$ cat src/design/lts_pkg.sv
// ----------------------------------------------------------------------------
// lts_pkg: shared types and constants of the lexical token scanner
// Token kinds, scan modes, the keyword spelling table and character classes.
// ----------------------------------------------------------------------------
package lts_pkg;

  localparam int MAX_TEXT_DEF = 1024;

  // Token kinds as they appear on the result channel.
  localparam logic [2:0] KIND_KEYWORD = 3'd0;
  localparam logic [2:0] KIND_IDENT   = 3'd1;
  localparam logic [2:0] KIND_INT     = 3'd2;
  localparam logic [2:0] KIND_DECIMAL = 3'd3;
  localparam logic [2:0] KIND_OPER    = 3'd4;
  localparam logic [2:0] KIND_COMMENT = 3'd5;
  localparam logic [2:0] KIND_UNKNOWN = 3'd6;
  localparam logic [2:0] KIND_END     = 3'd7;

  // Scan modes.
  localparam logic [2:0] MODE_IDLE    = 3'd0;
  localparam logic [2:0] MODE_IDENT   = 3'd1;
  localparam logic [2:0] MODE_INT     = 3'd2;
  localparam logic [2:0] MODE_DOT     = 3'd3;
  localparam logic [2:0] MODE_FRAC    = 3'd4;
  localparam logic [2:0] MODE_COMMENT = 3'd5;
  localparam logic [2:0] MODE_HELD    = 3'd6;

  localparam int NUM_KW = 6;

  // Keyword spellings, zero padded to eight characters.
  localparam logic [7:0] KW_CHARS [NUM_KW][8] = '{
    '{8'h69, 8'h6e, 8'h74, 8'h00, 8'h00, 8'h00, 8'h00, 8'h00},  // int
    '{8'h66, 8'h6c, 8'h6f, 8'h61, 8'h74, 8'h00, 8'h00, 8'h00},  // float
    '{8'h69, 8'h66, 8'h00, 8'h00, 8'h00, 8'h00, 8'h00, 8'h00},  // if
    '{8'h65, 8'h6c, 8'h73, 8'h65, 8'h00, 8'h00, 8'h00, 8'h00},  // else
    '{8'h77, 8'h68, 8'h69, 8'h6c, 8'h65, 8'h00, 8'h00, 8'h00},  // while
    '{8'h72, 8'h65, 8'h74, 8'h75, 8'h72, 8'h6e, 8'h00, 8'h00}   // return
  };
  localparam logic [2:0] KW_LEN [NUM_KW] = '{3'd3, 3'd5, 3'd2, 3'd4, 3'd5, 3'd6};

  typedef struct packed {
    logic [2:0]  kind;
    logic [2:0]  kw;
    logic [9:0]  start;
    logic [10:0] len;
    logic [7:0]  sym;
    logic        last;
  } tok_rec_t;

  function automatic logic is_alpha(input logic [7:0] b);
    return (b >= 8'h61 && b <= 8'h7a) || (b >= 8'h41 && b <= 8'h5a);
  endfunction

  function automatic logic is_digit(input logic [7:0] b);
    return b >= 8'h30 && b <= 8'h39;
  endfunction

  function automatic logic is_space(input logic [7:0] b);
    return b == 8'h20 || (b >= 8'h09 && b <= 8'h0d);
  endfunction

  // Bytes held as lookahead until the next byte: / = < >
  function automatic logic is_held_op(input logic [7:0] b);
    return b == 8'h2f || b == 8'h3d || b == 8'h3c || b == 8'h3e;
  endfunction

  // Single-byte operators: + - * ( )
  function automatic logic is_plain_op(input logic [7:0] b);
    return b == 8'h2b || b == 8'h2d || b == 8'h2a || b == 8'h28 || b == 8'h29;
  endfunction

endpackage

$ cat src/design/lexical_token_scanner.sv
// ----------------------------------------------------------------------------
// lexical_token_scanner: byte-stream tokenizer
// An item's results enter the output queue at the accepting edge and are
// offered from the queue registers. Throughput: one byte per cycle while each
// byte causes at most one record and the output keeps up; two-record bytes
// drain one record per cycle through the four-entry output queue. Reset
// (synchronous, active low) clears the scan state, position counter and queue.
// ----------------------------------------------------------------------------
module lexical_token_scanner
  import lts_pkg::*;
#(
  parameter int MAX_TEXT = MAX_TEXT_DEF
) (
  input  logic        clk,
  input  logic        rst_n,
  input  logic        in_valid,
  output logic        in_ready,
  input  logic [7:0]  in_text_byte,
  input  logic        in_end_of_text,
  output logic        out_valid,
  input  logic        out_ready,
  output logic [2:0]  out_token_kind,
  output logic [2:0]  out_keyword_number,
  output logic [9:0]  out_start_position,
  output logic [10:0] out_token_length,
  output logic [7:0]  out_symbol_byte,
  output logic        out_last_of_text
);

  // Positions wrap modulo MAX_TEXT; lengths saturate at MAX_TEXT.
  localparam int POS_W = $clog2(MAX_TEXT);
  localparam int LEN_W = $clog2(MAX_TEXT + 1);
  localparam logic [POS_W-1:0] POS_LAST = POS_W'(MAX_TEXT - 1);
  localparam logic [LEN_W-1:0] LEN_MAX  = LEN_W'(MAX_TEXT);

  // Output queue geometry.
  localparam int QDEPTH = 4;
  localparam int QPTR_W = $clog2(QDEPTH);
  localparam int QCNT_W = $clog2(QDEPTH + 1);

  // --------------------------------------------------------------------------
  // Scan state. The held lookahead byte is only meaningful in the held mode,
  // which therefore also stands for the held-valid flag.
  // --------------------------------------------------------------------------
  logic [2:0]        mode_r,  mode_nxt;
  logic [POS_W-1:0]  pos_r,   pos_nxt;
  logic [POS_W-1:0]  start_r, start_nxt;
  logic [NUM_KW-1:0] kw_r,    kw_nxt;
  logic [7:0]        hb_r,    hb_nxt;
  logic [LEN_W-1:0]  len_r,   len_nxt;

  // Output queue.
  tok_rec_t          q_r [QDEPTH];
  logic [QPTR_W-1:0] wptr_r, wptr_nxt;
  logic [QPTR_W-1:0] rptr_r, rptr_nxt;
  logic [QCNT_W-1:0] cnt_r,  cnt_nxt;

  logic in_fire, out_fire;

  // Records produced by one transfer: a record that closes the pending token,
  // then possibly a second one (a new single-byte token, the end record, or a
  // two-byte operator).
  logic     do_flush, do_start;
  logic     fl_v, sec_v;
  tok_rec_t fl_rec, sec_rec, st_rec;
  logic     st_v;
  logic [2:0]        st_mode;
  logic [NUM_KW-1:0] st_kw;
  logic [NUM_KW-1:0] cont_kw;
  logic [LEN_W-1:0]  len_inc;
  logic [POS_W-1:0]  pos_inc;
  logic     push0_v, push1_v;
  tok_rec_t push0, push1;
  logic [7:0] b;

  assign b        = in_text_byte;
  assign in_ready = (cnt_r <= QCNT_W'(QDEPTH - 2));
  assign in_fire  = in_valid && in_ready;
  assign out_valid = (cnt_r != '0);
  assign out_fire  = out_valid && out_ready;

  assign len_inc = (len_r < LEN_MAX) ? len_r + 1'b1 : len_r;
  assign pos_inc = (pos_r == POS_LAST) ? '0 : pos_r + 1'b1;

  // Keyword tracking: a continuing word keeps a keyword alive only while the
  // byte at the current offset agrees; a new word starts from the first byte.
  always_comb begin
    for (int k = 0; k < NUM_KW; k++) begin
      cont_kw[k] = kw_r[k] && (len_r < LEN_W'(KW_LEN[k]))
                   && (KW_CHARS[k][len_r[2:0]] == b);
      st_kw[k]   = (KW_CHARS[k][0] == b);
    end
  end

  // Record that closes the pending token, taken from the current state.
  always_comb begin
    fl_v   = 1'b0;
    fl_rec = '{kind: KIND_IDENT, kw: 3'd0, start: 10'(start_r), len: 11'(len_r),
               sym: 8'd0, last: 1'b0};
    case (mode_r)
      MODE_IDENT: begin
        fl_v = 1'b1;
        // The lowest numbered keyword that still matches at its exact length wins.
        for (int k = NUM_KW - 1; k >= 0; k--) begin
          if (kw_r[k] && len_r == LEN_W'(KW_LEN[k])) begin
            fl_rec.kind = KIND_KEYWORD;
            fl_rec.kw   = 3'(k);
          end
        end
      end
      MODE_INT: begin
        fl_v = 1'b1;
        fl_rec.kind = KIND_INT;
      end
      MODE_FRAC: begin
        fl_v = 1'b1;
        fl_rec.kind = KIND_DECIMAL;
      end
      MODE_COMMENT: begin
        fl_v = 1'b1;
        fl_rec.kind = KIND_COMMENT;
      end
      MODE_HELD: begin
        fl_v = 1'b1;
        fl_rec.kind = KIND_OPER;
        fl_rec.len  = 11'd1;
        fl_rec.sym  = hb_r;
      end
      default: begin
        // Idle or a dangling dot: nothing to report.
        fl_v = 1'b0;
      end
    endcase
  end

  // Starting a token on the current byte. Plain operators and unknown bytes
  // are complete at once; the others open a mode.
  always_comb begin
    st_v    = 1'b0;
    st_mode = MODE_IDLE;
    st_rec  = '{kind: KIND_UNKNOWN, kw: 3'd0, start: 10'(pos_r), len: 11'd1,
                sym: b, last: 1'b0};
    if (is_space(b)) begin
      st_mode = MODE_IDLE;
    end else if (is_alpha(b)) begin
      st_mode = MODE_IDENT;
    end else if (is_digit(b)) begin
      st_mode = MODE_INT;
    end else if (b == 8'h2e) begin
      st_mode = MODE_DOT;
    end else if (is_held_op(b)) begin
      st_mode = MODE_HELD;
    end else if (is_plain_op(b)) begin
      st_v = 1'b1;
      st_rec.kind = KIND_OPER;
    end else begin
      st_v = 1'b1;
    end
  end

  // Next scan state and the records of this transfer.
  always_comb begin
    mode_nxt  = mode_r;
    pos_nxt   = pos_inc;
    start_nxt = start_r;
    kw_nxt    = kw_r;
    hb_nxt    = hb_r;
    len_nxt   = len_r;
    do_flush  = 1'b0;
    do_start  = 1'b0;
    sec_v     = 1'b0;
    sec_rec   = st_rec;

    if (in_end_of_text) begin
      // Close whatever is pending, then the end record; positions restart.
      do_flush = 1'b1;
      sec_v    = 1'b1;
      sec_rec  = '{kind: KIND_END, kw: 3'd0, start: 10'(pos_r), len: 11'd0,
                   sym: 8'd0, last: 1'b1};
    end else begin
      case (mode_r)
        MODE_IDENT: begin
          if (is_alpha(b) || is_digit(b)) begin
            kw_nxt  = cont_kw;
            len_nxt = len_inc;
          end else begin
            do_flush = 1'b1;
            do_start = 1'b1;
          end
        end
        MODE_INT: begin
          if (is_digit(b)) begin
            len_nxt = len_inc;
          end else if (b == 8'h2e) begin
            len_nxt  = len_inc;
            mode_nxt = MODE_DOT;
          end else begin
            do_flush = 1'b1;
            do_start = 1'b1;
          end
        end
        MODE_DOT: begin
          if (is_digit(b)) begin
            len_nxt  = len_inc;
            mode_nxt = MODE_FRAC;
          end else begin
            // A number ending on its dot is dropped without a record.
            do_start = 1'b1;
          end
        end
        MODE_FRAC: begin
          if (is_digit(b)) begin
            len_nxt = len_inc;
          end else begin
            do_flush = 1'b1;
            do_start = 1'b1;
          end
        end
        MODE_COMMENT: begin
          if (b == 8'h0a) begin
            do_flush = 1'b1;
          end else begin
            len_nxt = len_inc;
          end
        end
        MODE_HELD: begin
          if (hb_r == 8'h2f && b == 8'h2f) begin
            // Comment opener: the text begins after the second slash.
            hb_nxt    = 8'd0;
            start_nxt = pos_inc;
            len_nxt   = '0;
            mode_nxt  = MODE_COMMENT;
          end else if (hb_r != 8'h2f && b == 8'h3d) begin
            sec_v    = 1'b1;
            sec_rec  = '{kind: KIND_OPER, kw: 3'd0, start: 10'(start_r), len: 11'd2,
                         sym: hb_r, last: 1'b0};
            hb_nxt   = 8'd0;
            mode_nxt = MODE_IDLE;
          end else begin
            do_flush = 1'b1;
            do_start = 1'b1;
          end
        end
        default: begin
          do_start = 1'b1;
        end
      endcase
    end

    if (do_flush) begin
      mode_nxt = MODE_IDLE;
      hb_nxt   = 8'd0;
    end

    if (do_start) begin
      sec_v    = st_v;
      mode_nxt = st_mode;
      if (!is_space(b)) begin
        start_nxt = pos_r;
        len_nxt   = '0;
        if (st_mode == MODE_IDENT) begin
          kw_nxt  = st_kw;
          len_nxt = LEN_W'(1);
        end else if (st_mode == MODE_INT || st_mode == MODE_DOT) begin
          len_nxt = LEN_W'(1);
        end else if (st_mode == MODE_HELD) begin
          hb_nxt = b;
        end
      end
    end

    if (in_end_of_text) begin
      mode_nxt  = MODE_IDLE;
      pos_nxt   = '0;
      start_nxt = '0;
      kw_nxt    = '1;
      hb_nxt    = 8'd0;
      len_nxt   = '0;
    end
  end

  // Pack the records of this transfer into consecutive queue slots.
  always_comb begin
    push0_v = 1'b0;
    push1_v = 1'b0;
    push0   = sec_rec;
    push1   = sec_rec;
    if (do_flush && fl_v) begin
      push0_v = 1'b1;
      push0   = fl_rec;
      push1_v = sec_v;
    end else begin
      push0_v = sec_v;
    end
  end

  // Queue pointers: up to two writes and one read per cycle.
  always_comb begin
    wptr_nxt = wptr_r;
    rptr_nxt = rptr_r;
    cnt_nxt  = cnt_r;
    if (in_fire) begin
      wptr_nxt = wptr_r + QPTR_W'(push0_v) + QPTR_W'(push1_v);
      cnt_nxt  = cnt_r + QCNT_W'(push0_v) + QCNT_W'(push1_v);
    end
    if (out_fire) begin
      rptr_nxt = rptr_r + 1'b1;
      cnt_nxt  = cnt_nxt - 1'b1;
    end
  end

  always_ff @(posedge clk) begin
    if (!rst_n) begin
      mode_r  <= MODE_IDLE;
      pos_r   <= '0;
      start_r <= '0;
      kw_r    <= '1;
      hb_r    <= 8'd0;
      len_r   <= '0;
      wptr_r  <= '0;
      rptr_r  <= '0;
      cnt_r   <= '0;
    end else begin
      if (in_fire) begin
        mode_r  <= mode_nxt;
        pos_r   <= pos_nxt;
        start_r <= start_nxt;
        kw_r    <= kw_nxt;
        hb_r    <= hb_nxt;
        len_r   <= len_nxt;
      end
      wptr_r <= wptr_nxt;
      rptr_r <= rptr_nxt;
      cnt_r  <= cnt_nxt;
    end
  end

  // Queue storage holds payload only.
  always_ff @(posedge clk) begin
    if (in_fire && push0_v) begin
      q_r[wptr_r] <= push0;
    end
    if (in_fire && push1_v) begin
      q_r[wptr_r + 1'b1] <= push1;
    end
  end

  assign out_token_kind     = q_r[rptr_r].kind;
  assign out_keyword_number = q_r[rptr_r].kw;
  assign out_start_position = q_r[rptr_r].start;
  assign out_token_length   = q_r[rptr_r].len;
  assign out_symbol_byte    = q_r[rptr_r].sym;
  assign out_last_of_text   = q_r[rptr_r].last;

endmodule
$ cat config.mk
export PLATFORM = sky130hd
export DESIGN_NAME = lexical_token_scanner
export DESIGN_NICKNAME = d
export VERILOG_FILES = /design/src/design/lts_pkg.sv /design/src/design/lexical_token_scanner.sv
export SDC_FILE = /design/constraint.sdc
export NUM_CORES = 1
export LEC_CHECK = 0
export BUFFER_PORTS_ARGS = -buffer_cell sky130_fd_sc_hd__buf_4
export CAP_MARGIN = 5
export CORE_ASPECT_RATIO = 1.1
export CORE_MARGIN = 8
export CORE_UTILIZATION = 50
export CTS_CLUSTER_SIZE = 8
export DETAILED_ROUTE_END_ITERATION = 8
export PLACE_DENSITY_LB_ADDON = 0.15
export REMOVE_ABC_BUFFERS = 1
export SLEW_MARGIN = 5
export SYNTH_ARGS = -nofsm -noshare
export SYNTH_HDL_FRONTEND = slang
export SYNTH_SLANG_ARGS = --single-unit
$ cat constraint.sdc
create_clock -name clk -period 4.6 [get_ports clk]
set_input_delay 0.46 -clock clk [delete_from_list [all_inputs] [get_ports clk]]
set_output_delay 0.46 -clock clk [all_outputs]
set_load 0.005 [all_outputs]
==> flow_summary_export.csv, run 1 <==
group,metric,value,unit
detailed_routing,routed-via-count,10300,
clock_network,cts_hold_buf,0,
power,p_sw_frac,0.326,
yosys,syn_avg_cell_area,9.68,µm²
power,power_frac_seq,0.380,
yosys,synth_edf_count,92,
worst_setup_path,cp_slowest_stage_delay,700,ps
worst_setup_path,worst_path_max_delay_cell,"or4_1",
placement,globalplace.congestion,0.943,
clock_network,clock_latency,540,ps
clock_network,cts_buffers,29,
sta,maxSlewHeadroom,0.229,
floorplanning,die_y,176,µm
worst_setup_path,cp-start-kind,"register",
floorplanning,rows,58,
power,vdd_drop_max,256,µV
global_routing,gr-usage-all-layers,0.253,
clock_network,htree_levels,1,
yosys,synth_top_family_by_area,"compound AO/OA/AOI/OAI gates",
detailed_routing,ant_nets,0,
sta,tns,0,ps
status,status,"complete, no violations",
worst_setup_path,worstPathCellList,"or4b_4 > or4_1 > a31oi_4 > a31oi_4 > a211oi_4 > inv_2 > fa_1 > ha_1 > mux2i_1 > ha_1 > nand2_1 > xnor2_1 > nor2_1",
power,p_int,4.02,mW
floorplanning,ioPinCount,51,
yosys,synth-adder-area-share,0.0153,
sta,slew_violations,0,
final_layout,drive_gt1_frac,0.164,
detailed_routing,wl_per_cell,24.1,µm
global_routing,grt_max_degree,45,
detailed_routing,dr.first_iter.drc_count,1342,
sta,rsz0062_at_grt,"no",
power,clock_power_share,0.328,
global_routing,grt-ovfl-total,0,
floorplanning,fp.dieW,162,µm
min_path,hold_path_class,"input pin to register",
sta,post-route-period-util,0.832,
detailed_routing,wl,36900,µm
worst_setup_path,crit_path_max_fanout,8,
floorplanning,coreArea,22900,µm²
sta,fin_crit,3830,ps
final_layout,area_delta_synth_final,12.8,%
placement,io_buffers,50,
clock_network,clkTransAtPathRegs,50,ps
global_routing,grt_first_pass_wirelength,57300,µm
final_layout,num-nets-final,1243,
yosys,synthSimpleGateAreaFrac,0.166,
sta,final_hold_viol_count,0,
placement,hpwl,25200,µm
yosys,synth_compound_area_frac,0.228,
final_layout,diodes,0,
power,power_switching,1.94,mW
power,power_density,454,nW/µm²
sta,skew,18.5,ps
clock_network,clockBufferDepth,3,
global_routing,antenna_found_initial,0,
yosys,synthFlopType,"dfxtp_1",
yosys,ys_warn_count,0,
yosys,synth_xor_area_frac,0.0156,
flow_run,cap_viol_max_count,0,
yosys,syn-cell-area,11600,µm²
yosys,ys_seq_area_frac,0.425,
clock_network,cts_setup_buffers,0,
sta,max_freq,0.261,GHz
power,combPwrFrac,0.292,
sta,tightest_slew,1150,ps
detailed_routing,avgViaCountPerCell,6.71,
yosys,synth_seq_cells,201,
worst_setup_path,cp-end-kind,"register",
floorplanning,start_util,0.509,
clock_network,cts.sinks,201,
detailed_routing,drtPass1Iterations,5,
sta,setup_viol_count_final,0,
global_routing,first_global_vias,10000,
yosys,ys_types,92,
worst_setup_path,worstPathRequired,5020,ps
worst_setup_path,cp.arrival,4240,ps
floorplanning,dieArea,28400,µm²
yosys,synthCells,1203,
clock_network,clockRootBuffer,"clkbuf_16",
yosys,async_flop_share,0,
clock_network,cts_tree,"yes",
power,cellLeakagePower,4.59,nW
clock_network,cts_resized,0,
detailed_routing,drc_errors,0,
yosys,synth_mux_area_frac,0.104,
sta,whs,263,ps
worst_setup_path,critPathKind,"register to register",
[path summary, 6_finish.rpt]
| path | from | to | slack, ps | cells past startpoint |
|---|---|---|---|---|
| worst min-delay path | rst_n | kw_r[5] | 260 | 2 |
| worst max register to register | hb_r[4] | cnt_r[2] | 770 | 13 |
| worst max-delay path | hb_r[4] | cnt_r[2] | 770 | 13 |
| worst min register to register | kw_r[3] | kw_r[3] | 460 | 1 |
[Yosys cell counts (4+ instances only)]
library cell  instances  area [µm²]
nor3_1               26         130
nand2_1             118         443
a22o_1               28         245
ha_1                 11         138
o22ai_1              49         307
nor2b_1               8        50.1
o21ai_0              86         430
nand3_1              37         185
and3_1               14        87.6
nand2b_1             14        87.6
a21o_1               15         113
edfxtp_1             92        2760
nor2_1               56         210
nand3b_1              4        30.0
a32o_1               11         110
buf_1                 8        30.0
and2_1               11        68.8
a31oi_1              17         106
nor4bb_1              4        40.0
inv_1                20        75.1
dfxtp_1             109        2180
buf_2                14        70.1
o31ai_1               5        37.5
a221o_1               7        70.1
clkbuf_1             83         312
mux4_2               36         811
nor4_1                9        56.3
nor3b_1               6        45.0
buf_4                 6        45.0
mux2_2                7        78.8
mux2i_1              32         320
o221ai_1              4        35.0
o211ai_1             20         150
o211a_1               4        40.0
xnor2_1               8        70.1
a22oi_1               7        52.6
a21oi_1              85         425
nand4_1              34         213
xor2_1                9        78.8
or3_1                 6        37.5
[registers in the layout, summed over array words and instances, names as in the netlist, 3 cells and up, named ones only]
| name | flops |
|---|---|
| q_r | 144 |
| len_r | 11 |
| pos_r | 10 |
| start_r | 10 |
| hb_r | 8 |
| kw_r | 6 |
| cnt_r | 3 |
| mode_r | 3 |
[layout make-up]
class,instances,area (µm²)
Clock buffer,44,782
Multi-Input combinational cell,869,6180
Timing Repair Buffer,95,726
Tap cell,300,375
Clock inverter,3,43.8
Fill cell,2042,9730
Inverter,21,78.8
Sequential cell,201,4950
[layer usage]
layer  vias to the layer above  share of wire  track usage
met4                         0          0.032       0.0965
met3                        81          0.081       0.0443
met1                      5041           0.43        0.345
li1                       4660              -            -
met5                         -              0            0
met2                       505           0.46        0.396
[placed cells by master (no fill, tap or decap), types with 7 or more instances in the layout]
cell / count
nand3_1: 37
and3_1: 14
inv_1: 20
nor2b_1: 8
buf_4: 94
ha_1: 11
mux2i_1: 32
nand2_1: 118
and2_1: 11
nor2_1: 56
a221o_1: 7
nor3_1: 25
a32o_1: 11
a21oi_1: 85
o21ai_0: 86
nand2b_1: 14
edfxtp_1: 92
xnor2_1: 8
a22o_1: 28
nor4_1: 9
o211ai_1: 20
a21o_1: 15
a22oi_1: 7
clkbuf_1: 15
o22ai_1: 49
mux4_2: 36
clkbuf_16: 29
a31oi_1: 16
mux2_2: 7
xor2_1: 9
nand4_1: 34
dfxtp_1: 107
[cell families (layout without fill, tap and decap cells)]
logic type | Yosys count | in the layout
flops | 201 | 201
buf+inv | 133 | 163
compound gates | 391 | 391
mux | 75 | 75
simple gates | 371 | 371
fa+ha+maj | 13 | 13
xor+xnor | 19 | 19
[per-stage QoR]
| stage | cells | total power, mW | cell area, µm² | util | setup slack (ps) |
|---|---|---|---|---|---|
| finish | 1533 | 5.96 | 13100 | 0.574 | 774 |
| global route | 1533 | 6.19 | 13100 | 0.574 | 643 |
| CTS | 1533 | 5.98 | 13100 | 0.574 | 802 |
| detailed placement | 1486 | 4.02 | 12300 | 0.538 | 773 |
| global placement | 1486 | 4.00 | 12300 | 0.538 | 874 |
| floorplan | 1091 | 3.27 | 11200 | - | -1530 |
[critical path: cells and delay by family, from the launching register on]
| family | cells | cell delay, ps |
|---|---|---|
| adders and majority gates | 3 | 830 |
| AOI/OAI and AO/OA | 3 | 670 |
| muxes | 1 | 180 |
| DFF | 1 | 330 |
| xor gates and xnor gates | 1 | 170 |
| and+or+nand+nor | 4 | 1370 |
| buffers and inverters | 1 | 130 |
[power by group through the flow]
| stage | Clock (mW) | Combinational [mW] | Sequential [mW] |
|---|---|---|---|
| 6_report | 1.96 | 1.74 | 2.27 |
| 5_1_grt | 2.05 | 1.85 | 2.29 |
| 3_3_place_gp | 0 | 1.71 | 2.29 |
| 3_5_place_dp | 0 | 1.72 | 2.30 |
| 2_1_floorplan | 0 | 1.01 | 2.26 |
| 4_1_cts | 1.98 | 1.73 | 2.27 |
No activity file was read; power rests on OpenSTA's default activity.
==> run 2: changes to the inputs <==
- clock period: 4.6 -> 3.4 ns (I/O delays scaled with it)
==> run 2 against run 1 <==
Effect of this change:
- the run now ends with setup timing left
- first-iteration DRC count decreased by 9.0%
- largest cell class unchanged
- clock power increased by 31%
- clock-buffer cell count stayed put
- clock skew shrank 1.6 ps
- largest power group unchanged
- via count is 2.5% higher
- core utilization grew 3.4 points
- critical path depth is the same
- sequential share of layout area decreased by 2.1 points
- global-route usage about the same
- worst hold slack worse by 170 ps
- flip-flop and latch count did not move
==> flow_summary_export.csv, run 2 (synthesized netlist as in run 1, its figures left out) <==
group,metric,value,unit
worst_setup_path,worstPathRequired,3810,ps
global_routing,grt_max_degree,45,
status,violations,"setup timing",
worst_setup_path,cp-end-kind,"register",
sta,post-route-period-util,1.03,
sta,maxSlewHeadroom,0.342,
global_routing,grt-ovfl-total,0,
clock_network,clock_latency,540,ps
placement,post-place-ws,-228,ps
power,cellLeakagePower,5.01,nW
placement,io_buffers,50,
placement,placed_area,13000,µm²
global_routing,grt_first_pass_wirelength,57600,µm
final_layout,layout.cells.most_common_list,"buf_4, nand2_1, dfxtp_1",
final_layout,num-nets-final,1328,
global_routing,gr-usage-all-layers,0.252,
final_layout,diodes,0,
sta,rsz0062_at_grt,"yes",
sta,final.setup.worst_slack,-105,ps
placement,globalplace.congestion,0.922,
detailed_routing,drtPass1Iterations,6,
clock_network,clkTransAtPathRegs,60,ps
sta,tightest_slew,984,ps
power,power_switching,2.69,mW
clock_network,clockRootBuffer,"clkbuf_16",
final_layout,area_delta_synth_final,19.5,%
final_layout,layout_commonest_cell,"buf_4",
detailed_routing,routed-via-count,10500,
power,power_density,594,nW/µm²
floorplanning,die_y,176,µm
final_layout,fillers,1952,
sta,setup_viol_count_final,2,
detailed_routing,avgViaCountPerCell,6.52,
detailed_routing,dr.first_iter.drc_count,1221,
sta,max_freq,0.285,GHz
worst_setup_path,critPathKind,"register to register",
min_path,hold_path_class,"input pin to register",
clock_network,cts_buffers,29,
worst_setup_path,cp-start-kind,"register",
floorplanning,fp.dieW,162,µm
power,p_sw_frac,0.325,
sta,slew_violations,0,
power,power_frac_seq,0.360,
sta,final_hold_viol_count,0,
final_layout,drive_gt1_frac,0.225,
clock_network,htree_levels,1,
clock_network,cts_tree,"yes",
detailed_routing,drc_errors,0,
power,vdd_drop_max,381,µV
flow_run,cap_viol_max_count,0,
clock_network,cts_hold_buf,0,
global_routing,antenna_found_initial,0,
clock_network,clockBufferDepth,3,
worst_setup_path,crit_start,"hb_r[6]",
final_layout,final_cell_area,13900,µm²
floorplanning,ioPinCount,51,
floorplanning,rows,58,
power,combPwrFrac,0.328,
sta,skew,16.9,ps
floorplanning,dieArea,28400,µm²
power,clock_power_share,0.311,
power,p_int,5.58,mW
worst_setup_path,cp.arrival,3920,ps
floorplanning,start_util,0.509,
global_routing,first_global_vias,10300,
floorplanning,coreArea,22900,µm²
worst_setup_path,timing.rr.start,"hb_r[6]",
worst_setup_path,crit_path_max_fanout,3,
detailed_routing,wl,36800,µm
final_layout,regMostFlops,"q_r",
clock_network,cts.sinks,201,
final_layout,largest_reg_flops,144,
sta,fin_crit,3500,ps
final_layout,reg.largest.list,"q_r (144), len_r (11)",
status,status,"complete, but fails checks",
min_path,min_from,"in_text_byte[0]",
placement,hpwl,25800,µm
detailed_routing,wl_per_cell,22.8,µm
detailed_routing,ant_nets,0,
run 2: power groups by stage:
stage	clock, mW	sequential [mW]	combinational [mW]
6_report	2.57	2.98	2.71
5_1_grt	2.69	3.01	2.89
4_1_cts	2.58	2.98	2.65
2_1_floorplan	0	3.06	1.36
3_5_place_dp	0	3.02	2.62
3_3_place_gp	0	3.01	2.59
run 2: what timing repair did:
| action | in CTS | in global routing |
|---|---|---|
| gates resized for setup | 4 | 9 |
| pin swaps | 2 | 8 |
| setup endpoints to repair | 47 | 84 |
| setup buffers | 1 | 3 |
run 2: critical path, cell delays in order (launching register included):
cell      delay (ps)
dfxtp_1          310
or4b_4           540
or4_4            590
a31oi_4          280
a31oi_4          140
a211oi_4         210
inv_2             80
fa_2             410
ha_4             230
mux2i_4          170
ha_4             150
nand2_1           50
xnor2_1          160
nor2_1            60
run 2: metal layers:
metal,up-vias,routed length (µm),global-route usage
li1,4835,-,-
met1,5073,15400,0.340
met2,563,17100,0.403
met3,70,3540,0.0501
met4,0,848,0.0811
met5,-,0,0
run 2: final timing paths:
kind / slack [ps] / depth (start not counted) / to
max: -100 / 13 / cnt_r[2]
min: 90 / 2 / hb_r[0]
max reg2reg: -100 / 13 / cnt_r[2]
min reg2reg: 460 / 1 / kw_r[2]
run 2: layout make-up:
| cell class | instances | area [µm²] | area share |
|---|---|---|---|
| clock inverter | 2 | 17.5 | 0.00126 |
| timing repair buffer | 180 | 1460 | 0.105 |
| tap | 300 | 375 | 0.0270 |
| multi-input combinational | 869 | 6250 | 0.449 |
| sequential | 201 | 4950 | 0.356 |
| clock buffer | 44 | 782 | 0.0562 |
| inverter | 21 | 78.8 | 0.00567 |
run 2: metrics by stage:
stage | total power [mW] | hold slack [ps] | setup TNS (ps) | instances | utilization
after floorplan | 4.42 | 426 | -423210 | 1091 | -
after global placement | 5.60 | 445 | -256 | 1567 | 0.569
after detailed placement | 5.64 | 453 | -1340 | 1567 | 0.569
after CTS | 8.21 | 80.9 | -8.52 | 1614 | 0.605
after global routing | 8.58 | 111 | -902 | 1617 | 0.609
final | 8.27 | 92.0 | -199 | 1617 | 0.609
